$ cat config.mk
export PLATFORM = sky130hd
export DESIGN_NAME = wav_pcm_stream_parser_unit_flat
export DESIGN_NICKNAME = d
export VERILOG_FILES = /design/src/rtl/wpsp_pkg.sv /design/src/rtl/wpsp_ifs.sv /design/src/rtl/wav_pcm_stream_parser_unit.sv /design/src/flat_wrapper.sv
export SDC_FILE = /design/constraint.sdc
export NUM_CORES = 1
export LEC_CHECK = 0
export ABC_AREA = 1
export BUFFER_PORTS_ARGS = -buffer_cell sky130_fd_sc_hd__buf_2
export CAP_MARGIN = 20
export CORE_MARGIN = 8
export CORE_UTILIZATION = 40
export DETAILED_ROUTE_END_ITERATION = 16
export GPL_TIMING_DRIVEN = 0
export SYNTH_ARGS = -nofsm -noshare
export SYNTH_HDL_FRONTEND = slang
export SYNTH_SLANG_ARGS = --single-unit
$ cat constraint.sdc
create_clock -name clk -period 12.7 [get_ports clk]
set_clock_uncertainty 0.15 [all_clocks]
set_input_delay 0 -clock clk [delete_from_list [all_inputs] [get_ports clk]]
set_output_delay 0 -clock clk [all_outputs]
set_load 0.05 [all_outputs]
$ cat src/rtl/wpsp_pkg.sv
// shared types and constants for the wav pcm stream parser
`timescale 1ns / 1ps

package wpsp_pkg;

  // little-endian header tags as they sit in the shift register
  localparam logic [31:0] TAG_RIFF = 32'h4646_4952;
  localparam logic [31:0] TAG_WAVE = 32'h4556_4157;
  localparam logic [31:0] TAG_FMT  = 32'h2074_6D66;
  localparam logic [31:0] TAG_DATA = 32'h6174_6164;

  localparam int unsigned HEADER_BYTES = 44;
  localparam int unsigned RIFF_BIAS    = 8;
  localparam int unsigned FLEN_W       = 31;
  localparam logic [FLEN_W-1:0] FLEN_RESET = FLEN_W'(HEADER_BYTES);

  localparam logic [31:0] FMT_SIZE    = 32'd16;
  localparam logic [15:0] FMT_PCM     = 16'd1;
  localparam logic [15:0] MONO        = 16'd1;
  localparam logic [31:0] RATE_HZ     = 32'd16000;
  localparam logic [31:0] RATE_PER_BYTE_BIT = RATE_HZ / 32'd8;

  localparam logic [15:0] WIDTH_8  = 16'd8;
  localparam logic [15:0] WIDTH_16 = 16'd16;
  localparam logic [15:0] WIDTH_32 = 16'd32;

  // byte offsets at which a header field is complete
  localparam logic [5:0] POS_RIFF_TAG  = 6'd3;
  localparam logic [5:0] POS_RIFF_SIZE = 6'd7;
  localparam logic [5:0] POS_WAVE_TAG  = 6'd11;
  localparam logic [5:0] POS_FMT_TAG   = 6'd15;
  localparam logic [5:0] POS_FMT_SIZE  = 6'd19;
  localparam logic [5:0] POS_FORMAT    = 6'd21;
  localparam logic [5:0] POS_CHANNELS  = 6'd23;
  localparam logic [5:0] POS_RATE      = 6'd27;
  localparam logic [5:0] POS_BYTE_RATE = 6'd31;
  localparam logic [5:0] POS_ALIGN     = 6'd33;
  localparam logic [5:0] POS_BITS      = 6'd35;
  localparam logic [5:0] POS_DATA_TAG  = 6'd39;
  localparam logic [5:0] POS_DATA_SIZE = 6'd43;

  typedef enum logic [3:0] {
    ST_OK          = 4'd0,
    ST_RIFF_TAG    = 4'd1,
    ST_RIFF_SIZE   = 4'd2,
    ST_WAVE_TAG    = 4'd3,
    ST_FMT_TAG     = 4'd4,
    ST_FMT_SIZE    = 4'd5,
    ST_FORMAT      = 4'd6,
    ST_CHANNELS    = 4'd7,
    ST_RATE        = 4'd8,
    ST_BYTE_RATE   = 4'd9,
    ST_BLOCK_ALIGN = 4'd10,
    ST_DATA_TAG    = 4'd11,
    ST_DATA_SIZE   = 4'd12,
    ST_BITS        = 4'd13,
    ST_LENGTH      = 4'd14
  } status_t;

  typedef struct packed {
    logic [31:0] sample;
    logic        sample_valid;
    logic        finished;
    status_t     status;
  } result_t;

endpackage

$ cat src/rtl/wpsp_ifs.sv
// channel interfaces of the wav pcm stream parser
`timescale 1ns / 1ps

interface wpsp_in_if;
  logic       valid;
  logic       ready;
  logic [7:0] byte_value;
  logic       last_byte;
  modport source (output valid, byte_value, last_byte, input ready);
  modport sink (input valid, byte_value, last_byte, output ready);
endinterface

interface wpsp_out_if;
  logic                signed [31:0] sample;
  logic                valid;
  logic                ready;
  logic                sample_valid;
  logic                finished;
  wpsp_pkg::status_t   status;
  modport source (output valid, sample, sample_valid, finished, status, input ready);
  modport sink (input valid, sample, sample_valid, finished, status, output ready);
endinterface

interface wpsp_cfg_if;
  logic                              valid;
  logic                              ready;
  logic [wpsp_pkg::FLEN_W-1:0]       file_length;
  modport source (output valid, file_length, input ready);
  modport sink (input valid, file_length, output ready);
endinterface

$ cat src/rtl/wav_pcm_stream_parser_unit.sv
// wav pcm stream parser: header checks and sample assembly, one byte per cycle while the skid register is free
`timescale 1ns / 1ps

//  channel  dir  payload                                  request taken when
//  in_if    in   byte_value[7:0], last_byte               valid & ready
//  out_if   out  sample[31:0], sample_valid, finished,    valid & ready
//                status[3:0]
//  cfg_if   in   file_length[30:0]                        valid & ready (ready tied high)
//
//  one byte per cycle sustained; a byte enters an input register and is parsed
//  from there once the skid register is free; its result (if any) is registered
//  into the output register. bytes that produce no result leave nothing behind.
//  a stalled result parks in a skid register, so one more byte is still taken;
//  input stalls only while the skid register is occupied.
//  reset clears all parse state and sets file_length to 44.

module wav_pcm_stream_parser_unit (
  input  logic             clk,
  input  logic             rst_n,
  wpsp_in_if.sink          in_if,
  wpsp_out_if.source       out_if,
  wpsp_cfg_if.sink         cfg_if
);

  // input stage
  logic       s1_valid_r;
  logic [7:0] s1_byte_r;
  logic       s1_last_r;
  logic       s1_adv;
  logic       in_fire;

  // parse state
  logic [wpsp_pkg::FLEN_W-1:0] flen_r;
  logic [31:0]       pos_r, pos_nxt;
  logic [31:0]       shift_r, shift_nxt;
  logic [31:0]       brate_r, brate_nxt;
  logic [15:0]       balign_r, balign_nxt;
  logic [15:0]       width_r, width_nxt;
  logic [1:0]        sidx_r, sidx_nxt;
  wpsp_pkg::status_t err_r, err_nxt;

  // output register and skid
  wpsp_pkg::result_t o_r, sk_r, res;
  logic              o_valid_r, sk_valid_r;
  logic              has_res, push, pop;

  // parse datapath
  logic [31:0]       shift_new;
  logic [15:0]       hw;
  logic [31:0]       bits_ext;
  logic [31:0]       brate_exp;
  logic [15:0]       align_exp;
  logic              pos_in_len, in_hdr, smp_done;
  logic [31:0]       smp;
  wpsp_pkg::status_t new_err;

  assign cfg_if.ready = 1'b1;
  assign s1_adv       = s1_valid_r && !sk_valid_r;
  assign in_if.ready  = !s1_valid_r || s1_adv;
  assign in_fire      = in_if.valid && in_if.ready;

  always_comb begin
    shift_new  = {s1_byte_r, shift_r[31:8]};
    hw         = shift_new[31:16];
    bits_ext   = {{16{hw[15]}}, hw};
    brate_exp  = bits_ext * wpsp_pkg::RATE_PER_BYTE_BIT;
    // signed divide by 8 rounding toward zero
    align_exp  = {{3{hw[15]}}, hw[15:3]};
    if (hw[15] && (hw[2:0] != 3'd0)) begin
      align_exp = align_exp + 16'd1;
    end
    pos_in_len = pos_r < {1'b0, flen_r};
    in_hdr     = pos_r < 32'(wpsp_pkg::HEADER_BYTES);

    pos_nxt    = (pos_r != '1) ? pos_r + 32'd1 : pos_r;
    shift_nxt  = shift_r;
    brate_nxt  = brate_r;
    balign_nxt = balign_r;
    width_nxt  = width_r;
    sidx_nxt   = sidx_r;
    err_nxt    = err_r;
    new_err    = wpsp_pkg::ST_OK;
    smp_done   = 1'b0;
    smp        = shift_new;

    if (err_r == wpsp_pkg::ST_OK) begin
      if (!pos_in_len) begin
        new_err = wpsp_pkg::ST_LENGTH;
      end else begin
        shift_nxt = shift_new;
        if (in_hdr) begin
          unique case (pos_r[5:0])
            wpsp_pkg::POS_RIFF_TAG: begin
              if (shift_new != wpsp_pkg::TAG_RIFF) new_err = wpsp_pkg::ST_RIFF_TAG;
            end
            wpsp_pkg::POS_RIFF_SIZE: begin
              if (shift_new != {1'b0, flen_r - wpsp_pkg::FLEN_W'(wpsp_pkg::RIFF_BIAS)})
                new_err = wpsp_pkg::ST_RIFF_SIZE;
            end
            wpsp_pkg::POS_WAVE_TAG: begin
              if (shift_new != wpsp_pkg::TAG_WAVE) new_err = wpsp_pkg::ST_WAVE_TAG;
            end
            wpsp_pkg::POS_FMT_TAG: begin
              if (shift_new != wpsp_pkg::TAG_FMT) new_err = wpsp_pkg::ST_FMT_TAG;
            end
            wpsp_pkg::POS_FMT_SIZE: begin
              if (shift_new != wpsp_pkg::FMT_SIZE) new_err = wpsp_pkg::ST_FMT_SIZE;
            end
            wpsp_pkg::POS_FORMAT: begin
              if (hw != wpsp_pkg::FMT_PCM) new_err = wpsp_pkg::ST_FORMAT;
            end
            wpsp_pkg::POS_CHANNELS: begin
              if (hw != wpsp_pkg::MONO) new_err = wpsp_pkg::ST_CHANNELS;
            end
            wpsp_pkg::POS_RATE: begin
              if (shift_new != wpsp_pkg::RATE_HZ) new_err = wpsp_pkg::ST_RATE;
            end
            wpsp_pkg::POS_BYTE_RATE: begin
              brate_nxt = shift_new;
            end
            wpsp_pkg::POS_ALIGN: begin
              balign_nxt = hw;
            end
            wpsp_pkg::POS_BITS: begin
              width_nxt = hw;
              if (brate_r != brate_exp) begin
                new_err = wpsp_pkg::ST_BYTE_RATE;
              end else if (balign_r != align_exp) begin
                new_err = wpsp_pkg::ST_BLOCK_ALIGN;
              end
            end
            wpsp_pkg::POS_DATA_TAG: begin
              if (shift_new != wpsp_pkg::TAG_DATA) new_err = wpsp_pkg::ST_DATA_TAG;
            end
            wpsp_pkg::POS_DATA_SIZE: begin
              if (shift_new != {1'b0, flen_r - wpsp_pkg::FLEN_W'(wpsp_pkg::HEADER_BYTES)}) begin
                new_err = wpsp_pkg::ST_DATA_SIZE;
              end else if ((width_r != wpsp_pkg::WIDTH_8) && (width_r != wpsp_pkg::WIDTH_16) &&
                           (width_r != wpsp_pkg::WIDTH_32)) begin
                new_err = wpsp_pkg::ST_BITS;
              end
            end
            default: begin
            end
          endcase
        end else begin
          // data bytes: width is 8, 16 or 32 once the header has passed
          case (width_r)
            wpsp_pkg::WIDTH_8: begin
              smp_done = 1'b1;
              smp      = {{24{shift_new[31]}}, shift_new[31:24]};
            end
            wpsp_pkg::WIDTH_16: begin
              smp_done = (sidx_r != 2'd0);
              smp      = {{16{shift_new[31]}}, shift_new[31:16]};
            end
            default: begin
              smp_done = (sidx_r == 2'd3);
              smp      = shift_new;
            end
          endcase
          sidx_nxt = smp_done ? 2'd0 : sidx_r + 2'd1;
        end
        if ((new_err == wpsp_pkg::ST_OK) && s1_last_r &&
            ((pos_r + 32'd1 != {1'b0, flen_r}) ||
             (pos_r < 32'(wpsp_pkg::HEADER_BYTES - 1)) || (sidx_nxt != 2'd0))) begin
          new_err = wpsp_pkg::ST_LENGTH;
        end
      end
      err_nxt = new_err;
    end

    res.sample       = smp_done ? smp : 32'd0;
    res.sample_valid = smp_done;
    res.finished     = s1_last_r;
    res.status       = new_err;
    has_res          = smp_done || (new_err != wpsp_pkg::ST_OK) || s1_last_r;

    // end of file: back to a clean slate for the next one
    if (s1_last_r) begin
      pos_nxt    = '0;
      shift_nxt  = '0;
      brate_nxt  = '0;
      balign_nxt = '0;
      width_nxt  = '0;
      sidx_nxt   = '0;
      err_nxt    = wpsp_pkg::ST_OK;
    end
  end

  assign push = s1_adv && has_res;
  assign pop  = o_valid_r && out_if.ready;

  always_ff @(posedge clk) begin
    if (!rst_n) begin
      s1_valid_r <= 1'b0;
      o_valid_r  <= 1'b0;
      sk_valid_r <= 1'b0;
      flen_r     <= wpsp_pkg::FLEN_RESET;
      pos_r      <= '0;
      shift_r    <= '0;
      brate_r    <= '0;
      balign_r   <= '0;
      width_r    <= '0;
      sidx_r     <= '0;
      err_r      <= wpsp_pkg::ST_OK;
    end else begin
      if (in_fire) begin
        s1_valid_r <= 1'b1;
      end else if (s1_adv) begin
        s1_valid_r <= 1'b0;
      end
      if (cfg_if.valid && cfg_if.ready) begin
        flen_r <= cfg_if.file_length;
      end
      if (s1_adv) begin
        pos_r    <= pos_nxt;
        shift_r  <= shift_nxt;
        brate_r  <= brate_nxt;
        balign_r <= balign_nxt;
        width_r  <= width_nxt;
        sidx_r   <= sidx_nxt;
        err_r    <= err_nxt;
      end
      if (sk_valid_r) begin
        if (pop) begin
          sk_valid_r <= 1'b0;
        end
      end else if (push) begin
        if (o_valid_r && !pop) begin
          sk_valid_r <= 1'b1;
        end else begin
          o_valid_r <= 1'b1;
        end
      end else if (pop) begin
        o_valid_r <= 1'b0;
      end
    end
  end

  always_ff @(posedge clk) begin
    if (in_fire) begin
      s1_byte_r <= in_if.byte_value;
      s1_last_r <= in_if.last_byte;
    end
    if (sk_valid_r) begin
      if (pop) begin
        o_r <= sk_r;
      end
    end else if (push) begin
      if (o_valid_r && !pop) begin
        sk_r <= res;
      end else begin
        o_r <= res;
      end
    end
  end

  assign out_if.valid        = o_valid_r;
  assign out_if.sample       = $signed(o_r.sample);
  assign out_if.sample_valid = o_r.sample_valid;
  assign out_if.finished     = o_r.finished;
  assign out_if.status       = o_r.status;

  // skid only ever holds a result behind an occupied output register
  a_skid_behind_out: assert property (@(posedge clk) disable iff (!rst_n)
    sk_valid_r |-> o_valid_r)
    else $error("skid register full while output register empty");

  // the last byte of a file leaves a clean parse state
  a_last_clears: assert property (@(posedge clk) disable iff (!rst_n)
    (s1_adv && s1_last_r) |=> (pos_r == 32'd0) && (err_r == wpsp_pkg::ST_OK) &&
                              (sidx_r == 2'd0))
    else $error("parse state not cleared after last byte");

  // a recorded error holds until the file ends
  a_err_sticky: assert property (@(posedge clk) disable iff (!rst_n)
    ((err_r != wpsp_pkg::ST_OK) && !(s1_adv && s1_last_r)) |=> $stable(err_r))
    else $error("sticky error changed before end of file");

  // samples come only from data bytes of a clean file
  a_sample_in_data: assert property (@(posedge clk) disable iff (!rst_n)
    (push && res.sample_valid) |->
      (pos_r >= 32'(wpsp_pkg::HEADER_BYTES)) && (err_r == wpsp_pkg::ST_OK))
    else $error("sample produced outside the data section");

endmodule

$ cat src/flat_wrapper.sv
// flat-port wrapper written by rule: the top's interface ports become plain ports
module wav_pcm_stream_parser_unit_flat 
  (clk, rst_n, in_if_valid, in_if_byte_value, in_if_last_byte, in_if_ready, out_if_valid, out_if_sample, out_if_sample_valid, out_if_finished, out_if_status, out_if_ready, cfg_if_valid, cfg_if_file_length, cfg_if_ready);
  wpsp_in_if in_if_i ();
  wpsp_out_if out_if_i ();
  wpsp_cfg_if cfg_if_i ();
  input  logic clk;
  input  logic rst_n;
  input wire logic [$bits(in_if_i.valid)-1:0] in_if_valid;
  input wire logic [$bits(in_if_i.byte_value)-1:0] in_if_byte_value;
  input wire logic [$bits(in_if_i.last_byte)-1:0] in_if_last_byte;
  output wire logic [$bits(in_if_i.ready)-1:0] in_if_ready;
  output wire logic [$bits(out_if_i.valid)-1:0] out_if_valid;
  output wire logic [$bits(out_if_i.sample)-1:0] out_if_sample;
  output wire logic [$bits(out_if_i.sample_valid)-1:0] out_if_sample_valid;
  output wire logic [$bits(out_if_i.finished)-1:0] out_if_finished;
  output wire logic [$bits(out_if_i.status)-1:0] out_if_status;
  input wire logic [$bits(out_if_i.ready)-1:0] out_if_ready;
  input wire logic [$bits(cfg_if_i.valid)-1:0] cfg_if_valid;
  input wire logic [$bits(cfg_if_i.file_length)-1:0] cfg_if_file_length;
  output wire logic [$bits(cfg_if_i.ready)-1:0] cfg_if_ready;
  assign in_if_i.valid = in_if_valid;
  assign in_if_i.byte_value = in_if_byte_value;
  assign in_if_i.last_byte = in_if_last_byte;
  assign in_if_ready = in_if_i.ready;
  assign out_if_valid = out_if_i.valid;
  assign out_if_sample = out_if_i.sample;
  assign out_if_sample_valid = out_if_i.sample_valid;
  assign out_if_finished = out_if_i.finished;
  assign out_if_status = out_if_i.status;
  assign out_if_i.ready = out_if_ready;
  assign cfg_if_i.valid = cfg_if_valid;
  assign cfg_if_i.file_length = cfg_if_file_length;
  assign cfg_if_ready = cfg_if_i.ready;
  wav_pcm_stream_parser_unit u_core (.clk(clk), .rst_n(rst_n), .in_if(in_if_i), .out_if(out_if_i), .cfg_if(cfg_if_i));
endmodule
# ---- Yosys cells after proc, flatten, opt, wreduce, memory -nomap -nowiden
# Index checks and enable logic that the tools add are counted.
# W data, S select, Z words.
dict set report word_totals {
  wordCells 184
  inputBits 45
  reg_bits 253
  output_inout_bits 41
}
dict set report op_classes {
  mux 75
  addsub 5
  order_cmp 3
  n_reduce_logical 43
  bitwise 1
  n_mul 1
  eq_ne 35
}
# cell n
set ops {}
lappend ops {{$mux W32} 11}
lappend ops {{$mux W16} 11}
lappend ops {{$mux W38} 4}
lappend ops {{$ne A32 B31 Y1} 3}
lappend ops {{$ne A32 B31 Y1 const B} 3}
lappend ops {{$mux W31} 3}
lappend ops {{$lt A32 B6 Y1 const B} 2}
lappend ops {{$pmux W31 S2} 1}
lappend ops {{$mux W4} 14}
lappend ops {{$pmux W4 S11} 1}
lappend ops {{$add A32 B1 Y32 const B} 1}
lappend ops {{$lt A32 B31 Y1} 1}
lappend ops {{$mul A32 B7 Y28 const B} 1}
lappend ops {{$ne A32 B14 Y1 const B} 1}
lappend ops {{$ne A32 B30 Y1 const B} 1}
lappend ops {{$ne A32 B32 Y1} 1}
lappend ops {{$ne A32 B32 Y1 const B} 1}
lappend ops {{$ne A32 B5 Y1 const B} 1}
lappend ops {{$sub A31 B4 Y31 const B} 1}
lappend ops {{$sub A31 B6 Y31 const B} 1}
lappend ops {{$eq A6 B5 Y1 const B} 5}
lappend ops {{$eq A6 B6 Y1 const B} 4}
lappend ops {{$reduce_bool A2 Y1} 12}
lappend ops {{$mux W2} 9}
lappend ops {{28 further kinds} 70}

# ---- Depth between registers and ports, before layout
dict set report depth {
  depth_word 22
  mapped_depth 34
  ltp_nobuf 33
}

# ---- Worst setup path before layout
# No wires, ideal clock.
dict set report synth_path {
  path_type {register to register}
  from {register u_core.s1_byte_r[7]}
  to {register u_core.o_r, in the netlist u_core.out_if.finished, enable pin}
  required_time_ns 12.104
  setup_ns 0.446
  path_slack_ns 5.420
  t_arrival_ns 6.684
  synth_period_minus_slack_ns 7.280
  path_stages_with_launch 33
  path_buffers 1
  cell_sequence {edfxtp_1 -> buf_4 -> inv_2 -> ha_1 -> inv_1 -> fa_1 -> inv_1 -> fa_1 -> fa_1 -> ha_1 -> nand2_1 -> inv_1 -> nand2_1 -> nand2_1 -> a21oi_1 -> nand2_1 -> nand2_1 -> nand2_1 -> nand2_1 -> nand2_1 -> nor2_1 -> nand2_1 -> nor2_1 -> nand4_1 -> nand2_1 -> nand2_1 -> o21ai_1 -> nand2_1 -> nand3_2 -> a21oi_1 -> nand2_2 -> nand2_1 -> a21oi_1}
}
dict set report synth_via {
  elab_chain_cells 21
  word_cells_on_any_way 43
  cone_classes {add/sub (1); mul (1); eq/ne (11); mux (20); reduce/logical (10)}
}
# element line_no
set synth_rtl {}
lappend synth_rtl {{start: declaration} wav_pcm_stream_parser_unit.sv:27} ;# logic [7:0] s1_byte_r;
lappend synth_rtl {{start signal: assignment} wav_pcm_stream_parser_unit.sv:243} ;# s1_byte_r <= in_if.byte_value;
lappend synth_rtl {{branches (longest 5 deep; another with $mul A32 B7 Y28)} --}
lappend synth_rtl {{$pmux W4 S11 *} wav_pcm_stream_parser_unit.sv:92} ;# unique case (pos_r[5:0])
lappend synth_rtl {{$mux W4 *} wav_pcm_stream_parser_unit.sv:91} ;# if (in_hdr) begin
lappend synth_rtl {{$mux W4 *} wav_pcm_stream_parser_unit.sv:87} ;# if (!pos_in_len) begin
lappend synth_rtl {{$mux W4 *} wav_pcm_stream_parser_unit.sv:86} ;# if (err_r == wpsp_pkg::ST_OK) begin
lappend synth_rtl {{$logic_not A4 Y1} wav_pcm_stream_parser_unit.sv:164} ;# if ((new_err == wpsp_pkg::ST_OK) && s1_last_r &&
lappend synth_rtl {{$logic_and A1 B1 Y1 (2 in a row)} wav_pcm_stream_parser_unit.sv:164}
lappend synth_rtl {{$mux W4 *} wav_pcm_stream_parser_unit.sv:164}
lappend synth_rtl {{$mux W4 *} wav_pcm_stream_parser_unit.sv:87}
lappend synth_rtl {{$mux W4 *} wav_pcm_stream_parser_unit.sv:86}
lappend synth_rtl {{$reduce_bool A4 Y1 *} wav_pcm_stream_parser_unit.sv:177} ;# has_res = smp_done || (new_err != wpsp_pkg::ST_OK) || s1_last_r;
lappend synth_rtl {{$logic_or A1 B1 Y1 * (2 in a row)} wav_pcm_stream_parser_unit.sv:177}
lappend synth_rtl {{$logic_and A1 B1 Y1 *} wav_pcm_stream_parser_unit.sv:191} ;# assign push = s1_adv && has_res;
lappend synth_rtl {{$reduce_bool A2 Y1 (no source line) *} --}
lappend synth_rtl {{$reduce_and A3 Y1 (no source line) *} --}
lappend synth_rtl {{end signal: assignment} wav_pcm_stream_parser_unit.sv:248} ;# o_r <= sk_r;
lappend synth_rtl {{end signal: assignment} wav_pcm_stream_parser_unit.sv:254} ;# o_r <= res;
lappend synth_rtl {{end: declaration} wav_pcm_stream_parser_unit.sv:43} ;# wpsp_pkg::result_t o_r, sk_r, res;
# Every way passes the cells marked *. The select of a mux whose other input is x is not followed.
# A chain may end at the register's enable or synchronous reset.

# ---- Final worst setup path
dict set report layout_path {
  from {register u_core.shift_r[31]}
  to {register u_core.sk_r[30] in the netlist's numbering, enable pin}
}
dict set report layout_via {
  elab_chain_cells 20
  word_cells_on_any_way 41
  cone_classes {add/sub (1); mul (1); eq/ne (11); mux (20); reduce/logical (8)}
}
# element line_no
set layout_rtl {}
lappend layout_rtl {{start: declaration} wav_pcm_stream_parser_unit.sv:35} ;# logic [31:0] shift_r, shift_nxt;
lappend layout_rtl {{start signal: assignment} wav_pcm_stream_parser_unit.sv:218} ;# shift_r <= shift_nxt;
lappend layout_rtl {{branches (longest 5 deep; another with $mul A32 B7 Y28)} --}
lappend layout_rtl {{$pmux W4 S11 *} wav_pcm_stream_parser_unit.sv:92}
lappend layout_rtl {{$mux W4 *} wav_pcm_stream_parser_unit.sv:91}
lappend layout_rtl {{$mux W4 *} wav_pcm_stream_parser_unit.sv:87}
lappend layout_rtl {{$mux W4 *} wav_pcm_stream_parser_unit.sv:86}
lappend layout_rtl {{$logic_not A4 Y1} wav_pcm_stream_parser_unit.sv:164}
lappend layout_rtl {{$logic_and A1 B1 Y1 (2 in a row)} wav_pcm_stream_parser_unit.sv:164}
lappend layout_rtl {{$mux W4 *} wav_pcm_stream_parser_unit.sv:164}
lappend layout_rtl {{$mux W4 *} wav_pcm_stream_parser_unit.sv:87}
lappend layout_rtl {{$mux W4 *} wav_pcm_stream_parser_unit.sv:86}
lappend layout_rtl {{$reduce_bool A4 Y1 *} wav_pcm_stream_parser_unit.sv:177}
lappend layout_rtl {{$logic_or A1 B1 Y1 * (2 in a row)} wav_pcm_stream_parser_unit.sv:177}
lappend layout_rtl {{$logic_and A1 B1 Y1 *} wav_pcm_stream_parser_unit.sv:191}
lappend layout_rtl {{$reduce_and A3 Y1 (no source line) *} --}
lappend layout_rtl {{end signal: assignment} wav_pcm_stream_parser_unit.sv:252} ;# sk_r <= res;
lappend layout_rtl {{end: declaration} wav_pcm_stream_parser_unit.sv:43}
# Marks and branches as above.

==> flow_summary.ini <==
[status]
status = finished clean

[pwr]
p_sw_mw = 1.21
p_total_mw = 3.01
p_sw_frac = 0.403
p_int_mw = 1.80
power_frac_comb = 0.399
power_density_nw_per_um2 = 137
power.share.clock = 0.306
seqPwrFrac = 0.295
ir_drop_mv = 0.115
leakagePower_nw = 9.86

[yosys]
synthXorXnorAreaFrac = 0.0604
syn-num-nets = 2947
synthSimpleGateAreaFrac = 0.300
synth-edff-count = 85
synth_mux_area_frac = 0
synth_area_per_cell_um2 = 6.91
ys_ff_latch = 245
async_flop_share = 0
synth_compound_area_frac = 0.115
syn-cell-area_um2 = 18900
syn-instance-count = 2739
synthAdderAreaFrac = 0.130
yosys_most_used_dff = dfxtp_1
synth.distinct_cells = 55
ys_warn_count = 0
synth.yosys.seq_area_share = 0.304
synth_top_family_by_area = simple AND/OR/NAND/NOR gates

[global_routing]
grt-ovfl-total = 0
grt_max_degree = 33
grt_use_total = 0.251
grt_pass1_wl_mm = 106
antenna_found_initial = 0
grt_pass1_vias = 18682

[job]
maxCapViolCount = 0

[timing]
relSlewSlack = 0.325
slew_viol_final = 0
hold_viol = 0
setup_viol = 0
period_needed_ps = 8320
finalSetupTns_ps = 0
min_period_over_period = 0.655
fmax_ghz = 0.120
rsz0062_at_grt = no
worstMarginPinSlew_ps = 1010

[place]
gp_congestion = 1.01
port_buffers = 83
hpwlAfterDp_mm = 55.9

[floorplanning]
start_util = 0.406
dieArea_um2 = 54500
rows = 79
io_pins = 86
die_height_um = 234
fp.coreArea_um2 = 46700
die_x_um = 234

[routing]
drt-total-wl_mm = 69.4
via_count = 19003
drt_iter0_markers = 1646
wl_met3_mm = 4.59
wl_per_cell_um = 19.5
wl_met2_mm = 32.6
top_layer = met4
ant_nets = 0
drc_errors = 0
vias_per_cell = 5.34
first_pass_iters = 6
met1_length_mm = 29.3

[clocking]
clock_sinks = 245
cts_buffer_depth = 3
cts_resized = 0
cts-htree-levels = 1
cts_root_buf = clkbuf_16
cts.clk_slew.worst_paths_ps = 60
cts_tree = done
cts_made_buffers = 31
clkLatencyLatePin_ps = 610

[critical_path]
cpPeakStageDelay_ps = 870
crit_arrival_ps = 8470
path_delay_family = simple AND/OR/NAND/NOR gates
path_max_fanout = 20
end_kind = flip-flop
crit_required_ps = 12850
critPathBufInv = 6
crit_type = reg -> reg
cp-start-kind = flip-flop
crit_slowest_cell = dfxtp_1

[min_path]
hp-class = in -> reg

[finish]
syn2layout_area_growth_pct = 15.9
fill_cells = 4773
diodes = 0
fin_nets = 3136
drive_gt1_frac = 0.0718
cell usage after synthesis, types with 2 or more instances:
| master | count | area, um2 |
|---|---|---|
| nor3_1 | 29 | 145 |
| and2_1 | 3 | 18.8 |
| xnor2_1 | 35 | 307 |
| clkbuf_1 | 55 | 206 |
| nand3_2 | 2 | 20.0 |
| o31ai_1 | 2 | 15.0 |
| o21bai_1 | 4 | 30.0 |
| buf_1 | 8 | 30.0 |
| nand4_1 | 61 | 382 |
| nor2_2 | 19 | 119 |
| clkinv_1 | 4 | 15.0 |
| o21ai_0 | 111 | 556 |
| a21oi_2 | 2 | 17.5 |
| dfxtp_1 | 160 | 3200 |
| ha_1 | 107 | 1340 |
| o21a_1 | 2 | 15.0 |
| and3_1 | 2 | 12.5 |
| buf_2 | 7 | 35.0 |
| a21oi_1 | 218 | 1090 |
| nand3b_1 | 10 | 75.1 |
| nor2_4 | 5 | 56.3 |
| inv_1 | 357 | 1340 |
| nand2_2 | 6 | 37.5 |
| fa_1 | 56 | 1120 |
| nand2_1 | 633 | 2380 |
| nor4_1 | 6 | 37.5 |
| nor2_1 | 386 | 1450 |
| inv_2 | 18 | 67.6 |
| xor2_1 | 93 | 815 |
| o21ai_2 | 4 | 35.0 |
| a22oi_1 | 12 | 90.1 |
| a31oi_1 | 3 | 18.8 |
| buf_4 | 2 | 15.0 |
| o21ai_1 | 12 | 60.1 |
| nand3_1 | 173 | 866 |
| o22ai_1 | 8 | 50.1 |
| or2_2 | 7 | 43.8 |
| o211ai_1 | 4 | 30.0 |
| a211oi_1 | 13 | 97.6 |
| edfxtp_1 | 85 | 2550 |
sequential cells by signal, summed over array words and instances (netlist names), 2 cells and up:
| name | flops |
|---|---|
| u_core.sk_r | 38 |
| u_core.out_if.sample | 32 |
| u_core.s1_byte_r | 8 |
| u_core.width_r | 16 |
| u_core.shift_r | 24 |
| u_core.flen_r | 31 |
| u_core.err_r | 4 |
| u_core.brate_r | 32 |
| u_core.sidx_r | 2 |
| u_core.out_if.status | 4 |
| u_core.pos_r | 32 |
| u_core.balign_r | 16 |
stage by stage:
stage | hold slack, ps | cells | util | setup slack (ps) | instance area [um2]
detailed placement | 29.2 | 3432 | 0.432 | 4570 | 20200
global placement | 30.5 | 3429 | 0.431 | 2920 | 20100
global route | 86.6 | 3559 | 0.470 | 3970 | 21900
floorplan | -51.1 | 2739 | - | 5420 | 18900
CTS | 52.1 | 3559 | 0.470 | 4510 | 21900
finish | 73.3 | 3559 | 0.470 | 4380 | 21900
power groups by stage:
stage,sequential [mW],combinational [mW],clock (mW)
4_1_cts,0.885,1.19,0.934
3_3_place_gp,0.902,1.15,0
3_5_place_dp,0.901,1.17,0
2_1_floorplan,0.901,0.859,0
5_1_grt,0.889,1.37,0.963
6_report,0.886,1.20,0.922
what timing repair did:
action / CTS / global route
hold endpoints to repair: 65 / 0
endpoints found under the setup margin: 0 / 0
hold buffers: 70 / 0
setup buffers: 0 / 0
metal layers:
metal / up-vias / track usage
met5: - / 0
met4: 0 / 0.0987
met3: 155 / 0.0362
met2: 723 / 0.429
met1: 8887 / 0.317
li1: 9238 / -
area by class of cell:
| class | instances | area, um2 | area share |
|---|---|---|---|
| clock buffer | 35 | 801 | 0.0365 |
| inverter | 379 | 1420 | 0.0649 |
| multi-input combinational | 2043 | 11500 | 0.523 |
| buffer | 72 | 287 | 0.0131 |
| sequential | 245 | 5760 | 0.262 |
| tap | 607 | 759 | 0.0346 |
| timing repair buffer | 156 | 1170 | 0.0536 |
| clock inverter | 22 | 258 | 0.0118 |
worst register-to-register path: cells and delay by family (launching register included):
family,cells,cell delay [ps]
compound gates,3,510
xor+xnor,1,240
fa+ha+maj,5,2220
buf+inv,6,1620
flops,1,870
simple gates,11,2410
cell families after synthesis:
logic type / Yosys count
flops: 245
xor+xnor: 129
buf+inv: 451
other cells: 1
compound gates: 403
fa+ha+maj: 163
simple gates: 1347
final timing paths:
kind,start,endpoint,slack (ps),depth (start not counted)
setup / recovery,u_core.shift_r[31],u_core.sk_r[30],4380,26
hold / removal,in_if_valid,u_core.s1_valid_r,70,4
setup reg to reg,u_core.shift_r[31],u_core.sk_r[30],4380,26
hold reg to reg,u_core.s1_last_r,u_core.sk_r[4],300,0
cell usage in the layout (no fill, tap or decap), types with 6 or more instances in the layout:
cell type	count
nor4_1	6
fa_1	56
xor2_1	93
o21ai_0	111
buf_1	8
nand4_1	61
a22oi_1	12
nor3_1	29
nand3b_1	10
nand3_1	173
clkbuf_1	58
dfxtp_1	160
nor2_1	386
o22ai_1	8
nand2_2	6
buf_2	90
a211oi_1	13
or2_2	7
nor2_2	19
ha_1	107
xnor2_1	35
a21oi_1	217
clkbuf_16	31
inv_2	18
edfxtp_1	85
dlygate4sd3_1	70
inv_1	357
nand2_1	633
clkinv_1	6
o21ai_1	12
No activity file was read; power rests on OpenSTA's default activity.
